<file path="src/design/spba_pkg.sv">
// Package for the shared palette bank allocator.
// Holds field widths, status codes, default sizes and the item-to-sheet table.
// No dependencies.
`default_nettype none

package spba_pkg;

   // Default sizes, handed to the top level as parameter defaults
   localparam int DEF_NUM_LAYERS = 16;
   localparam int DEF_FIRST_BANK = 8;
   localparam int DEF_NUM_BANKS  = 8;
   localparam int DEF_NUM_SHEETS = 32;

   // Fixed field widths
   localparam int ID_W     = 6;
   localparam int LAYER_W  = 4;
   localparam int BANK_W   = 4;
   localparam int SHEET_W  = 5;
   localparam int STATUS_W = 2;
   localparam int COUNT_W  = 5;
   localparam int MAPB_W   = 5;   // stored absolute bank, up to FIRST_BANK + NUM_BANKS - 1
   localparam int SEARCH_W = 16;  // width of the shared first-set search

   localparam logic [COUNT_W-1:0] COUNT_MAX = 5'd31;

   // Operation codes
   localparam logic OP_ACQUIRE = 1'b0;
   localparam logic OP_RELEASE = 1'b1;

   // Status codes
   localparam logic [STATUS_W-1:0] ST_OK       = 2'd0;
   localparam logic [STATUS_W-1:0] ST_NO_LAYER = 2'd1;
   localparam logic [STATUS_W-1:0] ST_NO_BANK  = 2'd2;
   localparam logic [STATUS_W-1:0] ST_BAD_ID   = 2'd3;

   // Item id to sheet table; ids at or above ITEM_COUNT are rejected
   localparam int ITEM_COUNT = 53;
   localparam logic [SHEET_W-1:0] ITEM_SHEET [ITEM_COUNT] = '{
      5'd0, 5'd0, 5'd0, 5'd0, 5'd0, 5'd0, 5'd0, 5'd0, 5'd0,
      5'd0, 5'd0, 5'd0, 5'd0, 5'd0, 5'd0, 5'd0, 5'd0, 5'd0,
      5'd1, 5'd1,
      5'd2, 5'd2,
      5'd3, 5'd3, 5'd3, 5'd3, 5'd3,
      5'd4, 5'd4, 5'd4, 5'd4, 5'd4,
      5'd5, 5'd5, 5'd5, 5'd5,
      5'd6, 5'd6, 5'd6, 5'd6,
      5'd7, 5'd7,
      5'd8, 5'd8,
      5'd9, 5'd10, 5'd11, 5'd12, 5'd13, 5'd14, 5'd15, 5'd16, 5'd17
   };

endpackage

`default_nettype wire

</file>
<file path="src/design/spba_find.sv">
// Shared first-set search unit of the palette bank allocator.
// Used once for the lowest free layer and once for the lowest idle bank.
// Depends on spba_pkg.
`default_nettype none

module spba_find
   import spba_pkg::*;
(
   input  wire logic [SEARCH_W-1:0] vec,
   output logic      [LAYER_W-1:0]  idx,
   output logic                     hit
);

   // Scan from the top so the lowest set bit wins
   always_comb begin
      idx = '0;
      hit = 1'b0;
      for (int i = SEARCH_W - 1; i >= 0; i--) begin
         if (vec[i]) begin
            idx = LAYER_W'(i);
            hit = 1'b1;
         end
      end
   end

endmodule

`default_nettype wire

</file>
<file path="src/design/shared_palette_bank_allocator_core.sv">
// Top level of the shared palette bank allocator: handshake, sequencer,
// layer/bank state, sheet map memory and result register.
// Depends on spba_pkg and spba_find.
//
//   Channel  Direction  Beat contents
//   req_*    in         tuser: operation; tdata: item_id, release_layer,
//                       release_bank, bank_present
//   rsp_*    out        tuser: status; tdata: layer, bank, load_palette, sheet
//
// An acquire passes through accept (sheet lookup and map memory read),
// free-layer search, idle-bank search and commit. Both searches go through the
// one shared search unit. Release and bad-id beats skip the searches and go
// from accept straight to commit.
// Reset frees all layers, zeroes the bank user counts and invalidates the map.
// Commit waits while the result register holds a beat not yet taken; a new
// request is taken while the previous result is still waiting.
`default_nettype none

module shared_palette_bank_allocator_core
   import spba_pkg::*;
#(
   parameter int NUM_LAYERS = DEF_NUM_LAYERS,
   parameter int FIRST_BANK = DEF_FIRST_BANK,
   parameter int NUM_BANKS  = DEF_NUM_BANKS,
   parameter int NUM_SHEETS = DEF_NUM_SHEETS
)
(
   input  wire logic        clock,
   input  wire logic        reset,
   input  wire logic        req_tvalid,
   output logic             req_tready,
   input  wire logic [15:0] req_tdata,   // [5:0] item_id, [9:6] release_layer,
                                         // [13:10] release_bank, [14] bank_present
   input  wire logic        req_tuser,   // [0] operation
   output logic             rsp_tvalid,
   input  wire logic        rsp_tready,
   output logic      [15:0] rsp_tdata,   // [3:0] layer, [7:4] bank, [8] load_palette,
                                         // [13:9] sheet
   output logic      [1:0]  rsp_tuser    // [1:0] status
);

   localparam int LW = (NUM_LAYERS > 1) ? $clog2(NUM_LAYERS) : 1;
   localparam int KW = (NUM_BANKS > 1) ? $clog2(NUM_BANKS) : 1;
   localparam int SW = $clog2(NUM_SHEETS);

   typedef enum logic [4:0] {
      S_IDLE   = 5'b00001,
      S_LAYER  = 5'b00010,
      S_BANK   = 5'b00100,
      S_COMMIT = 5'b01000,
      S_SPARE  = 5'b10000
   } state_type;

   state_type state_ff, state_in;

   // Captured request
   logic               op_ff;
   logic               bad_ff;
   logic [SHEET_W-1:0] sheet_ff;
   logic [LAYER_W-1:0] rlayer_ff;
   logic [BANK_W-1:0]  rbank_ff;
   logic               present_ff;

   // Allocator state
   logic [NUM_LAYERS-1:0] layer_in_use_ff;
   logic [COUNT_W-1:0]    count_ff [NUM_BANKS];
   logic [NUM_SHEETS-1:0] map_valid_ff;
   logic [MAPB_W-1:0]     map_mem [NUM_SHEETS];
   logic [MAPB_W-1:0]     map_rd_ff;

   // Search results
   logic [LAYER_W-1:0] layer_ff;
   logic               layer_hit_ff;
   logic [LAYER_W-1:0] bidx_ff;
   logic               bank_hit_ff;

   // Result register
   logic                rsp_valid_ff;
   logic [15:0]         rsp_data_ff, rsp_data_in;
   logic [STATUS_W-1:0] rsp_user_ff, rsp_user_in;

   logic               accept;
   logic               out_free;
   logic               commit;
   logic [ID_W-1:0]    req_id;
   logic               req_bad;
   logic [SHEET_W-1:0] req_sheet;

   logic [SEARCH_W-1:0] free_vec;
   logic [SEARCH_W-1:0] idle_vec;
   logic [SEARCH_W-1:0] find_vec;
   logic [LAYER_W-1:0]  find_idx;
   logic                find_hit;

   logic [SW-1:0]      sheet_addr;
   logic               map_hit;
   logic [MAPB_W-1:0]  new_bank;
   logic [MAPB_W-1:0]  upd_bank;
   logic [5:0]         upd_off;
   logic               upd_in_range;
   logic [KW-1:0]      upd_k;
   logic [COUNT_W-1:0] cnt_cur;
   logic [COUNT_W-1:0] cnt_next;
   logic               cnt_inc;
   logic               cnt_en;
   logic               layer_set;
   logic               layer_clr;
   logic               map_set;
   logic               map_clr;
   logic [STATUS_W-1:0] r_status;
   logic [LAYER_W-1:0]  r_layer;
   logic [BANK_W-1:0]   r_bank;
   logic                r_load;
   logic [SHEET_W-1:0]  r_sheet;

   // Handshake
   assign req_tready = (state_ff == S_IDLE);
   assign accept     = req_tvalid && req_tready;
   assign out_free   = !rsp_valid_ff || rsp_tready;
   assign commit     = (state_ff == S_COMMIT) && out_free;

   assign rsp_tvalid = rsp_valid_ff;
   assign rsp_tdata  = rsp_data_ff;
   assign rsp_tuser  = rsp_user_ff;

   // Map the incoming id to its sheet
   assign req_id  = req_tdata[5:0];
   assign req_bad = (req_id >= ID_W'(ITEM_COUNT));
   always_comb begin
      req_sheet = '0;
      if (!req_bad) begin
         req_sheet = ITEM_SHEET[req_id];
      end
   end

   // Build the search vectors, then share one search unit between the layer and bank search states
   always_comb begin
      free_vec = '0;
      idle_vec = '0;
      for (int i = 0; i < NUM_LAYERS; i++) begin
         free_vec[i] = !layer_in_use_ff[i];
      end
      for (int i = 0; i < NUM_BANKS; i++) begin
         idle_vec[i] = (count_ff[i] == '0);
      end
   end

   assign find_vec = (state_ff == S_LAYER) ? free_vec : idle_vec;

   spba_find u_find (
      .vec (find_vec),
      .idx (find_idx),
      .hit (find_hit)
   );

   // Sequencer
   always_comb begin
      state_in = state_ff;
      case (state_ff)
         S_IDLE: begin
            if (accept) begin
               state_in = (req_tuser == OP_ACQUIRE && !req_bad) ? S_LAYER : S_COMMIT;
            end
         end
         S_LAYER: begin
            state_in = S_BANK;
         end
         S_BANK: begin
            state_in = S_COMMIT;
         end
         S_COMMIT: begin
            if (out_free) begin
               state_in = S_IDLE;
            end
         end
         default: begin
            state_in = S_IDLE;
         end
      endcase
   end

   // Commit decision
   assign sheet_addr = SW'(sheet_ff);
   assign map_hit    = map_valid_ff[sheet_addr];
   assign new_bank   = MAPB_W'(bidx_ff) + MAPB_W'(FIRST_BANK);

   always_comb begin
      r_status  = ST_OK;
      r_layer   = '0;
      r_bank    = '0;
      r_load    = 1'b0;
      r_sheet   = sheet_ff;
      layer_set = 1'b0;
      layer_clr = 1'b0;
      map_set   = 1'b0;
      map_clr   = 1'b0;
      cnt_en    = 1'b0;
      cnt_inc   = 1'b0;
      upd_bank  = {1'b0, rbank_ff};
      if (bad_ff) begin
         r_status = ST_BAD_ID;
         r_sheet  = '0;
      end else if (op_ff == OP_ACQUIRE) begin
         if (!layer_hit_ff) begin
            r_status = ST_NO_LAYER;
         end else if (!map_hit && !bank_hit_ff) begin
            r_status = ST_NO_BANK;
         end else begin
            upd_bank  = map_hit ? map_rd_ff : new_bank;
            map_set   = !map_hit;
            r_load    = !map_hit;
            r_layer   = layer_ff;
            r_bank    = upd_bank[BANK_W-1:0];
            layer_set = 1'b1;
            cnt_inc   = 1'b1;
            cnt_en    = upd_in_range;
         end
      end else begin
         layer_clr = ({1'b0, rlayer_ff} < (LAYER_W + 1)'(NUM_LAYERS));
         if (present_ff) begin
            cnt_en  = upd_in_range;
            map_clr = !upd_in_range || (cnt_next == '0);
         end
      end
   end

   // Saturating count step on the selected bank
   assign upd_off      = 6'(upd_bank) - 6'(FIRST_BANK);
   assign upd_in_range = (6'(upd_bank) >= 6'(FIRST_BANK)) && (upd_off < 6'(NUM_BANKS));
   assign upd_k        = upd_off[KW-1:0];
   assign cnt_cur      = count_ff[upd_k];

   always_comb begin
      cnt_next = cnt_cur;
      if (cnt_inc) begin
         if (cnt_cur != COUNT_MAX) begin
            cnt_next = cnt_cur + COUNT_W'(1);
         end
      end else if (cnt_cur != '0) begin
         cnt_next = cnt_cur - COUNT_W'(1);
      end
   end

   assign rsp_user_in = r_status;
   assign rsp_data_in = {2'b00, r_sheet, r_load, r_bank, r_layer};

   // Control registers
   always_ff @(posedge clock) begin
      if (reset) begin
         state_ff        <= S_IDLE;
         rsp_valid_ff    <= 1'b0;
         layer_in_use_ff <= '0;
         map_valid_ff    <= '0;
         for (int i = 0; i < NUM_BANKS; i++) begin
            count_ff[i] <= '0;
         end
      end else begin
         state_ff <= state_in;
         if (commit) begin
            rsp_valid_ff <= 1'b1;
         end else if (rsp_tready) begin
            rsp_valid_ff <= 1'b0;
         end
         if (commit) begin
            if (layer_set) begin
               layer_in_use_ff[layer_ff[LW-1:0]] <= 1'b1;
            end
            if (layer_clr) begin
               layer_in_use_ff[rlayer_ff[LW-1:0]] <= 1'b0;
            end
            if (map_set) begin
               map_valid_ff[sheet_addr] <= 1'b1;
            end
            if (map_clr) begin
               map_valid_ff[sheet_addr] <= 1'b0;
            end
            if (cnt_en) begin
               count_ff[upd_k] <= cnt_next;
            end
         end
      end
   end

   // Capture the request beat and read the sheet map
   always_ff @(posedge clock) begin
      if (accept) begin
         op_ff      <= req_tuser;
         bad_ff     <= req_bad;
         sheet_ff   <= req_sheet;
         rlayer_ff  <= req_tdata[9:6];
         rbank_ff   <= req_tdata[13:10];
         present_ff <= req_tdata[14];
         map_rd_ff  <= map_mem[SW'(req_sheet)];
      end
   end

   // Write a newly assigned bank into the sheet map
   always_ff @(posedge clock) begin
      if (commit && map_set) begin
         map_mem[sheet_addr] <= upd_bank;
      end
   end

   // Hold search results
   always_ff @(posedge clock) begin
      if (state_ff == S_LAYER) begin
         layer_ff     <= find_idx;
         layer_hit_ff <= find_hit;
      end
      if (state_ff == S_BANK) begin
         bidx_ff     <= find_idx;
         bank_hit_ff <= find_hit;
      end
   end

   // Result payload
   always_ff @(posedge clock) begin
      if (commit) begin
         rsp_data_ff <= rsp_data_in;
         rsp_user_ff <= rsp_user_in;
      end
   end

endmodule

`default_nettype wire
</file>
<file path="config.mk">
export PLATFORM = sky130hd
export DESIGN_NAME = shared_palette_bank_allocator_core
export DESIGN_NICKNAME = d
export VERILOG_FILES = /design/src/design/spba_pkg.sv /design/src/design/spba_find.sv /design/src/design/shared_palette_bank_allocator_core.sv
export SDC_FILE = /design/constraint.sdc
export NUM_CORES = 1
export LEC_CHECK = 0
export ABC_AREA = 1
export BUFFER_PORTS_ARGS = -buffer_cell sky130_fd_sc_hd__buf_2
export CAP_MARGIN = 40
export CORE_ASPECT_RATIO = 0.7
export CORE_MARGIN = 5
export CORE_UTILIZATION = 30
export CTS_CLUSTER_DIAMETER = 50
export DETAILED_ROUTE_END_ITERATION = 12
export PLACE_DENSITY_LB_ADDON = 0.05
export SYNTH_ARGS = -nofsm -noshare
export SYNTH_HDL_FRONTEND = slang
export SYNTH_SLANG_ARGS = --single-unit
export TNS_END_PERCENT = 5
</file>
<file path="constraint.sdc">
create_clock -name clock -period 9.2 [get_ports clock]
set_input_delay 1.38 -clock clock [delete_from_list [all_inputs] [get_ports clock]]
set_output_delay 1.38 -clock clock [all_outputs]
set_load 0.02 [all_outputs]
</file>
Yosys cells after proc, flatten, opt, wreduce, memory -nomap -nowiden
Memories as Yosys holds them, arrays and structs flattened. A register that Yosys moved wholly into a read port is not among the register bits.
Cells that the tools add are included.
Cells by class
  add/sub/neg operators: 4
  magnitude comparators: 10
  equality and inequality tests: 7
  multiplexer cells: 98
  bitwise operators: 9
  reduce and logical (&&, ||, !) cells: 46
Operators by type and width (count)
  two-way mux 32 bit: 4
  two-way mux 16 bit: 5
  two-way mux 5 bit: 14
  two-way mux 4 bit: 17
  two-way mux 1 bit: 49
  zero test 5 bit: 9
  bitwise AND 32 bit: 1
  NOT 32 bit: 1
  bitwise OR 32 bit: 1
  zero test 1 bit: 21
  one-hot mux 5 bit (4 select lines): 1
  bitwise AND 16 bit: 1
  NOT 16 bit: 1
  bitwise OR 16 bit: 1
  < comparator 4 x 5 -> 1 bit (second input constant): 2
  logical AND 1 bit: 9
  demux 1 bit (select 4 bit): 2
  greater-or-equal comparator 4 x 1 -> 1 bit (second input constant): 2
  greater-or-equal comparator 7 bit (second input constant): 1
  NOT 6 -> 7 bit: 1
  greater-or-equal comparator 6 bit (second input constant): 1
  < comparator 5 x 6 -> 1 bit (second input constant): 1
  < comparator 6 x 4 -> 1 bit (second input constant): 1
  two-way mux 2 bit: 3
  23 further kinds: 25
Word-level totals
  register bits: 96
  bits in writable memories: 200
  ROM bits: 320
  input bits: 21
  output and inout bits: 20
  word-level logic and storage cells: 195
  memories: 3
Memories
  (name not given): words 64, bits a word 5, rd ports 1, clocked after memory_dff 0, write ports 0, RTL line shared_palette_bank_allocator_core.sv:132  | req_sheet = ITEM_SHEET[req_id];
  map_mem: words 32, bits a word 5, rd ports 1, clocked after memory_dff 1, write ports 1, RTL line shared_palette_bank_allocator_core.sv:68  | logic [MAPB_W-1:0] map_mem [NUM_SHEETS];
  count_ff: words 8, bits a word 5, rd ports 9, clocked after memory_dff 0, write ports 8, RTL line shared_palette_bank_allocator_core.sv:66  | logic [COUNT_W-1:0] count_ff [NUM_BANKS];

Logic depth before layout (Yosys ltp)
Gate-level depths: netlist of run 1.
  depth in word-level cells: 21
  gate-level depth with buffers: 35
  gate-level depth less buffers: 32

Hierarchy
Synthesis of run 1 repeated with hierarchy kept, for this count alone.
Second synthesis, totals
  cell total of the unflattened synthesis: 1403
  area, all modules: 12798.5 um^2
Modules (own cells, without submodules)
  shared_palette_bank_allocator_core: times used 1, cells each 1354, area each 12589.6 um^2, seq. area each 7277.0 um^2
  spba_find: times used 1, cells each 49, area each 209.0 um^2, seq. area each 0.0 um^2

Least setup slack after synthesis of run 1
OpenSTA, ideal clock, no wires.
  kind: input to register
  from: in rsp_tready
  to: mem count_ff[4][0], enable pin
  setup time: 314 ps
  arrival time: 3272 ps
  data required time: 8886 ps
  setup slack: 5614 ps
  cell stages on the path: 8
  cell sequence: nor2_1 inv_1 nand2_1 clkinv_1 clkbuf_1 o2111a_1 nand4_1 nand2_1
RTL lines
  start, declared: RTL line shared_palette_bank_allocator_core.sv:36  | input wire logic rsp_tready,
  end, declared: RTL line shared_palette_bank_allocator_core.sv:66

Worst setup path after layout of run 1
  from: reg sheet_ff[1], in the netlist sheet_addr[1]
  to: reg map_valid_ff[31]
Between the ends
  cells in the longest elaborated chain, start to end: 19
  elaborated cells on any way between the ends: 47
Ends and longest elaborated chain
  start, declared: RTL line shared_palette_bank_allocator_core.sv:59  | logic [SHEET_W-1:0] sheet_ff;
  start signal, assigned: RTL line shared_palette_bank_allocator_core.sv:289  | sheet_ff <= req_sheet;
  binary-select mux 1 bit (select 5 bit): RTL line shared_palette_bank_allocator_core.sv:184  | assign map_hit = map_valid_ff[sheet_addr];
  two-way mux 1 bit (implied by the code): RTL line shared_palette_bank_allocator_core.sv:184
  zero test 1 bit: RTL line shared_palette_bank_allocator_core.sv:206, shared_palette_bank_allocator_core.sv:210
  logical AND 1 bit: RTL line shared_palette_bank_allocator_core.sv:206  | end else if (!map_hit && !bank_hit_ff) begin
  two-way mux 5 bit: RTL line shared_palette_bank_allocator_core.sv:206
  two-way mux 5 bit: RTL line shared_palette_bank_allocator_core.sv:204  | if (!layer_hit_ff) begin
  two-way mux 5 bit: RTL line shared_palette_bank_allocator_core.sv:203  | end else if (op_ff == OP_ACQUIRE) begin
  two-way mux 5 bit: RTL line shared_palette_bank_allocator_core.sv:200  | if (bad_ff) begin
  (+3 left out)
  two-way mux 5 bit, on equally long branches: RTL line shared_palette_bank_allocator_core.sv:239, shared_palette_bank_allocator_core.sv:236
  two-way mux 5 bit: RTL line shared_palette_bank_allocator_core.sv:235  | if (cnt_inc) begin
  zero test 5 bit: RTL line shared_palette_bank_allocator_core.sv:222  | map_clr = !upd_in_range || (cnt_next == '0);
  logical OR 1 bit: RTL line shared_palette_bank_allocator_core.sv:222
  two-way mux 1 bit: RTL line shared_palette_bank_allocator_core.sv:220  | if (present_ff) begin
  two-way mux 1 bit: RTL line shared_palette_bank_allocator_core.sv:203
  two-way mux 1 bit: RTL line shared_palette_bank_allocator_core.sv:200
  two-way mux 32 bit (*): RTL line shared_palette_bank_allocator_core.sv:274  | if (map_clr) begin
  end signal, assigned: RTL line shared_palette_bank_allocator_core.sv:253  | map_valid_ff <= '0;
  end signal, assigned by index: RTL line shared_palette_bank_allocator_core.sv:272  | map_valid_ff[sheet_addr] <= 1'b1;
  end signal, assigned by index: RTL line shared_palette_bank_allocator_core.sv:275  | map_valid_ff[sheet_addr] <= 1'b0;
  end, declared: RTL line shared_palette_bank_allocator_core.sv:67  | logic [NUM_SHEETS-1:0] map_valid_ff;
Every way passes the cells marked *; elsewhere a longest branch is shown, timed or not. The select of a mux whose other input is x is not followed.
A chain may end at the register's enable or synchronous reset.

==> metrics.yaml, run 1 <==
die-area_um2: 45800
fin_nets: 1453
ctsHoldBuffers: 0
core_um2: 41000
tritoncts: "done"
h-tree-depth: 2
status: "complete, no violations"
cts_root_buffer: "clkbuf_16"
grt_pass1_vias: 9327
synthCells: 1382
relSlewSlack_pct: 41.5
cpPeakStageDelay_ns: 0.71
post_cts_buffers: 0
r2r-end: "map_valid_ff[31]"
rr_worst_depth: 30
slew_viol_final: 0
routabilityCongestion: 0.827
rsz0062_at_grt: "no"
hold-worst-slack_ns: 0.472
p_per_area_nw_per_um2: 212
r2r_start: "sheet_addr[1]"
antenna_found_initial: 1
layout.cells.most_common: "nand2_1"
cp_max_fo: 32
clk_latency_ns: 0.52
hold_path_class: "flip-flop to flip-flop"
power.leakage_nw: 5.81
design.portCount: 41
synth_edf_count: 207
final_core_util_pct: 35.2
r2r_setup_slack_ns: 3.11
avgSynthCellArea_um2: 9.03
hold_viol_final: 0
period_share_pct: 66.2
num_rows: 62
grt_max_degree: 62
grt_overflow: 0
post_cts_resized: 0
crit_type: "flip-flop to flip-flop"
area_growth_pct: 15.7
endpoint_kind: "flip-flop"
finalSetupTns_ns: 0
ir_drop_uv: 96.7
wl_mm: 37.7
crit_start: "sheet_addr[1]"
fin_skew_ns: 0.0228
ys_ff_latch: 260
clk_pin_slew_ns: 0.06
layoutNonFillerInstCount: 1996
grt_pass1_wl_mm: 58.1
arrival_ns: 6.50
setup_violations: 0
numCtsBuffers: 35
cts.sinks: 260
cap_violations: 0
clock_path_buffers: 3
drive_above_1_share_pct: 11.6
cp_slowest_cell: "edfxtp_1"
endpoint: "map_valid_ff[31]"
avgRoutedWirePerCell_um: 18.9
floorplan.initialDensity_pct: 30.4
io_buffers: 37
worstSetupStartpointType: "flip-flop"
tightestPinTransition_ns: 0.869
synth_cell_types: 47
ys_seq_area_share_pct: 58.3
drc_errors: 0
grt_usage_pct: 16.4
first_pass_iters: 6
syn_area_um2: 12500
die_h_um: 181
vias_per_cell: 4.86
vias: 9709
synth_warnings: 0
num_antenna_cells: 0
cp.required_ns: 9.60
drt_iter0_markers: 634
period_needed_ns: 6.09
postRouteAntennaNets: 0
place_hpwl_mm: 25.2
crit_top_cell: "nand2_1"
timing.fmax_ghz: 0.164
die_w_um: 254
dp_cells: 1934
synth-main-ff-cell: "edfxtp_1"
mostFrequentLayoutCells: "nand2_1 (275), nor2_1 (251), edfxtp_1 (207)"
synthArstFlopShare_pct: 0
-- how the worst min path moves through the flow --
stage | start | slack (ns) | to | cells after the start
final | layer_in_use_ff[6] | 0.47 | layer_in_use_ff[6] | 1
after global routing | layer_in_use_ff[6] | 0.49 | layer_in_use_ff[6] | 1
after CTS | layer_in_use_ff[6] | 0.47 | layer_in_use_ff[6] | 1
after detailed placement | layer_in_use_ff[6] | 0.46 | layer_in_use_ff[6] | 1
after global placement | layer_in_use_ff[0] | 0.46 | layer_in_use_ff[0] | 1
after floorplan | layer_in_use_ff[2] | 0.44 | layer_in_use_ff[2] | 1
-- registers in the layout, indices dropped and copies added (netlist names), 5 cells and up --
name	flops
count_ff	40
layer_in_use_ff	16
sheet_addr	5
rsp_tdata	14
map_mem	120
map_valid_ff	32
map_rd_ff	5
-- Yosys cell counts, types with 7 or more instances --
| library cell | n | area, um2 |
|---|---|---|
| nand3_2 | 11 | 110 |
| nor2_1 | 252 | 946 |
| nand2_1 | 276 | 1040 |
| nand4_1 | 19 | 119 |
| a31oi_1 | 11 | 68.8 |
| clkbuf_1 | 42 | 158 |
| edfxtp_1 | 207 | 6220 |
| a21oi_1 | 25 | 125 |
| buf_4 | 7 | 52.6 |
| nand2_2 | 7 | 43.8 |
| dfxtp_1 | 53 | 1060 |
| nand3_1 | 84 | 420 |
| buf_6 | 8 | 90.1 |
| inv_1 | 148 | 556 |
| nor3_1 | 30 | 150 |
| o21ai_0 | 81 | 405 |
| nor4_1 | 11 | 68.8 |
| o221ai_1 | 25 | 219 |
-- stage by stage --
stage               setup slack [ns]  power (mW)  instance area [um2]
floorplan                       5.61        1.61                12500
global placement                3.11        1.76                13200
detailed placement              3.10        1.76                13300
CTS                             3.07        3.10                14400
global route                    2.46        3.19                14400
finish                          3.11        3.06                14400
-- critical path, delay by kind of cell (launching register included) --
family | cells | cell delay, ns
and+or+nand+nor | 23 | 3.18
buffers and inverters | 5 | 1.48
adders and majority gates | 1 | 0.25
DFF | 1 | 0.71
AOI/OAI and AO/OA | 1 | 0.32
-- power by group --
part           switching, mW  internal, mW
registers             0.0182          1.31
logic                  0.313        0.0966
clock network          0.527         0.793
total                  0.858          2.20
-- routing by layer --
metal / up-vias / part of all wire, % / wire length, um / track usage (%)
met5: - / 0 / 0 / 0
met4: 0 / 1.9 / 715 / 4.01
met3: 51 / 4.6 / 1720 / 2.58
met2: 213 / 39 / 14600 / 21.7
met1: 4672 / 55 / 20700 / 27.3
li1: 4773 / - / - / -
-- cell type report --
class | count | area [um2]
fill | 4221 | 26600
sequential | 260 | 7280
multi-input combinational | 900 | 4310
clock buffer | 40 | 905
tap | 544 | 681
inverter | 161 | 607
timing repair buffer | 69 | 450
clock inverter | 22 | 201
-- cells by family after synthesis --
| family | share of synthesized area (%) |
|---|---|
| XOR/XNOR | 0.0702 |
| AND/OR/NAND/NOR | 24.3 |
| buffers and inverters | 7.45 |
| flip-flops | 58.3 |
| AO/OA/AOI/OAI | 9.32 |
| other | 0.0301 |
| adder cells (fa/ha/maj) | 0.501 |
(Power assumes the default switching activity.)
==> run 2, diff against run 1 <==
Clock period 9.2 ns to 5.61 ns, I/O delays scaled along.
==> metrics.yaml, run 2 (synthesis gave the netlist of run 1 again) <==
slew_viol_final: 0  # unchanged
ctsHoldBuffers: 0  # unchanged
drive_above_1_share_pct: 12.4  # was 11.6%
status: "complete, no violations"  # unchanged
clk_pin_slew_ns: 0.06  # about the same
num_rows: 62  # unchanged
design.portCount: 41  # unchanged
worstSetupStartpointType: "flip-flop"  # unchanged
arrival_ns: 5.30  # was 6.50 ns
regMostFlops: "map_mem"  # unchanged
grt_usage_pct: 16.2  # was 16.4%
core_um2: 41000  # unchanged
clk_latency_ns: 0.51  # was 0.52 ns
hold-worst-slack_ns: 0.488  # was 0.472 ns
vias: 9667  # was 9709
h-tree-depth: 2  # unchanged
antenna_found_initial: 0  # was 1
final_core_util_pct: 35.5  # was 35.2%
place_hpwl_mm: 25.4  # was 25.2 mm
period_needed_ns: 4.89  # was 6.09 ns
ir_drop_uv: 144  # was 96.7 uV
routabilityCongestion: 0.836  # was 0.827
placedInstanceArea_um2: 13400  # was 13300 um2
timing.fmax_ghz: 0.205  # was 0.164 GHz
largest_reg_flops: 120  # unchanged
drt_iter0_markers: 636  # was 634
setup_violations: 0  # unchanged
tightestPinTransition_ns: 0.758  # was 0.869 ns
crit_type: "flip-flop to flip-flop"  # unchanged
clock_path_buffers: 3  # unchanged
hold_path_class: "flip-flop to flip-flop"  # unchanged
mostFrequentLayoutCells: "nand2_1 (275), nor2_1 (251), edfxtp_1 (207)"  # unchanged
io_buffers: 37  # unchanged
num_antenna_cells: 0  # unchanged
design_area_um2: 14600  # was 14400 um2
cts_root_buffer: "clkbuf_16"  # unchanged
cpPeakStageDelay_ns: 0.57  # was 0.71 ns
cp.required_ns: 6.03  # was 9.60 ns
hold_viol_final: 0  # unchanged
p_per_area_nw_per_um2: 352  # was 212 nW/um2
first_pass_iters: 4  # was 6
die_w_um: 254  # unchanged
grt_pass1_wl_mm: 57.8  # was 58.1 mm
period_share_pct: 87.1  # was 66.2%
crit_top_cell: "nand2_1"  # unchanged
relSlewSlack_pct: 48.8  # was 41.5%
vias_per_cell: 4.81  # was 4.86
cap_violations: 0  # unchanged
die_h_um: 181  # unchanged
grt_overflow: 0  # unchanged
avgRoutedWirePerCell_um: 18.7  # was 18.9 um
tritoncts: "done"  # unchanged
post_cts_buffers: 0  # unchanged
fin_nets: 1465  # was 1453
post_cts_resized: 0  # unchanged
grt_max_degree: 62  # unchanged
layout.cells.most_common: "nand2_1"  # unchanged
cp_max_fo: 32  # unchanged
area_growth_pct: 16.8  # was 15.7%
endpoint_kind: "flip-flop"  # unchanged
rsz0062_at_grt: "no"  # unchanged
drc_errors: 0  # unchanged
die-area_um2: 45800  # unchanged
numCtsBuffers: 36  # was 35
fin_skew_ns: 0.0159  # was 0.0228 ns
nFillCells: 4177  # was 4221
cp_slowest_cell: "o21ai_4"  # was edfxtp_1
wl_mm: 37.6  # was 37.7 mm
finalSetupTns_ns: 0  # unchanged
floorplan.initialDensity_pct: 30.4  # unchanged
grt_pass1_vias: 9315  # was 9327
cts.sinks: 260  # unchanged
largestRegisters: "map_mem (120), count_ff (40), map_valid_ff (32)"  # unchanged
power.leakage_nw: 5.90  # was 5.81 nW
postRouteAntennaNets: 0  # unchanged
==> run 2: changes by cell type in the layout (fill, tap and decap cells not counted), moves of 2 or more <==
| cell | delta |
|---|---|
| clkinv_1 | -4 |
| clkdlybuf4s18_2 | +2 |
| buf_4 | +16 |
| clkinvlp_4 | -3 |
| buf_2 | -4 |
| clkinv_4 | +3 |
| clkbuf_16 | +2 |
| clkbuf_1 | +2 |
==> run 2: final timing paths <==
| check | endpoint | start | slack [ns] | cells past startpoint |
|---|---|---|---|---|
| max | map_valid_ff[25] | sheet_addr[0] | 0.72 | 30 |
| min | layer_in_use_ff[4] | layer_in_use_ff[4] | 0.49 | 2 |
| max reg2reg | map_valid_ff[25] | sheet_addr[0] | 0.72 | 30 |
| min reg2reg | layer_in_use_ff[4] | layer_in_use_ff[4] | 0.49 | 2 |
==> run 2: metrics by stage <==
stage	setup slack (ns)	std cells	power, mW
after floorplan	2.06	1383	2.64
after global placement	0.735	1938	2.90
after detailed placement	0.760	1945	2.89
after CTS	0.738	2008	5.21
after global routing	0.241	2008	5.37
final	0.724	2008	5.14
==> run 2: area by class of cell <==
cell class	instances	area, um2	area share (%)
clock inverter	18	211	1.45
tap	544	681	4.67
sequential	260	7280	49.9
timing repair buffer	80	517	3.55
multi-input combinational	900	4300	29.5
clock buffer	45	976	6.70
inverter	161	607	4.16
==> run 2: routing by layer <==
| layer | global-route usage, % | part of all wire (%) | vias to the layer above |
|---|---|---|---|
| met4 | 3.63 | 2.0 | 0 |
| met1 | 27.3 | 55 | 4585 |
| li1 | - | - | 4802 |
| met5 | 0 | 0 | - |
| met3 | 2.68 | 5.1 | 57 |
| met2 | 21.3 | 38 | 223 |
==> run 2: critical path: cells and delay by family, from the launching register on <==
| kind | cells | cell delay, ns |
|---|---|---|
| buf+inv | 3 | 0.58 |
| fa+ha+maj | 1 | 0.24 |
| simple gates | 24 | 2.69 |
| compound gates | 2 | 0.71 |
| flops | 1 | 0.49 |
==> run 2: power by group <==
| group | internal (mW) | total [mW] | switching (mW) | leakage [nW] |
|---|---|---|---|---|
| logic | 0.165 | 0.682 | 0.517 | 2.93 |
| clock network | 1.42 | 2.28 | 0.860 | 0.580 |
| registers | 2.14 | 2.17 | 0.0275 | 2.38 |
| total | 3.73 | 5.14 | 1.40 | 5.90 |
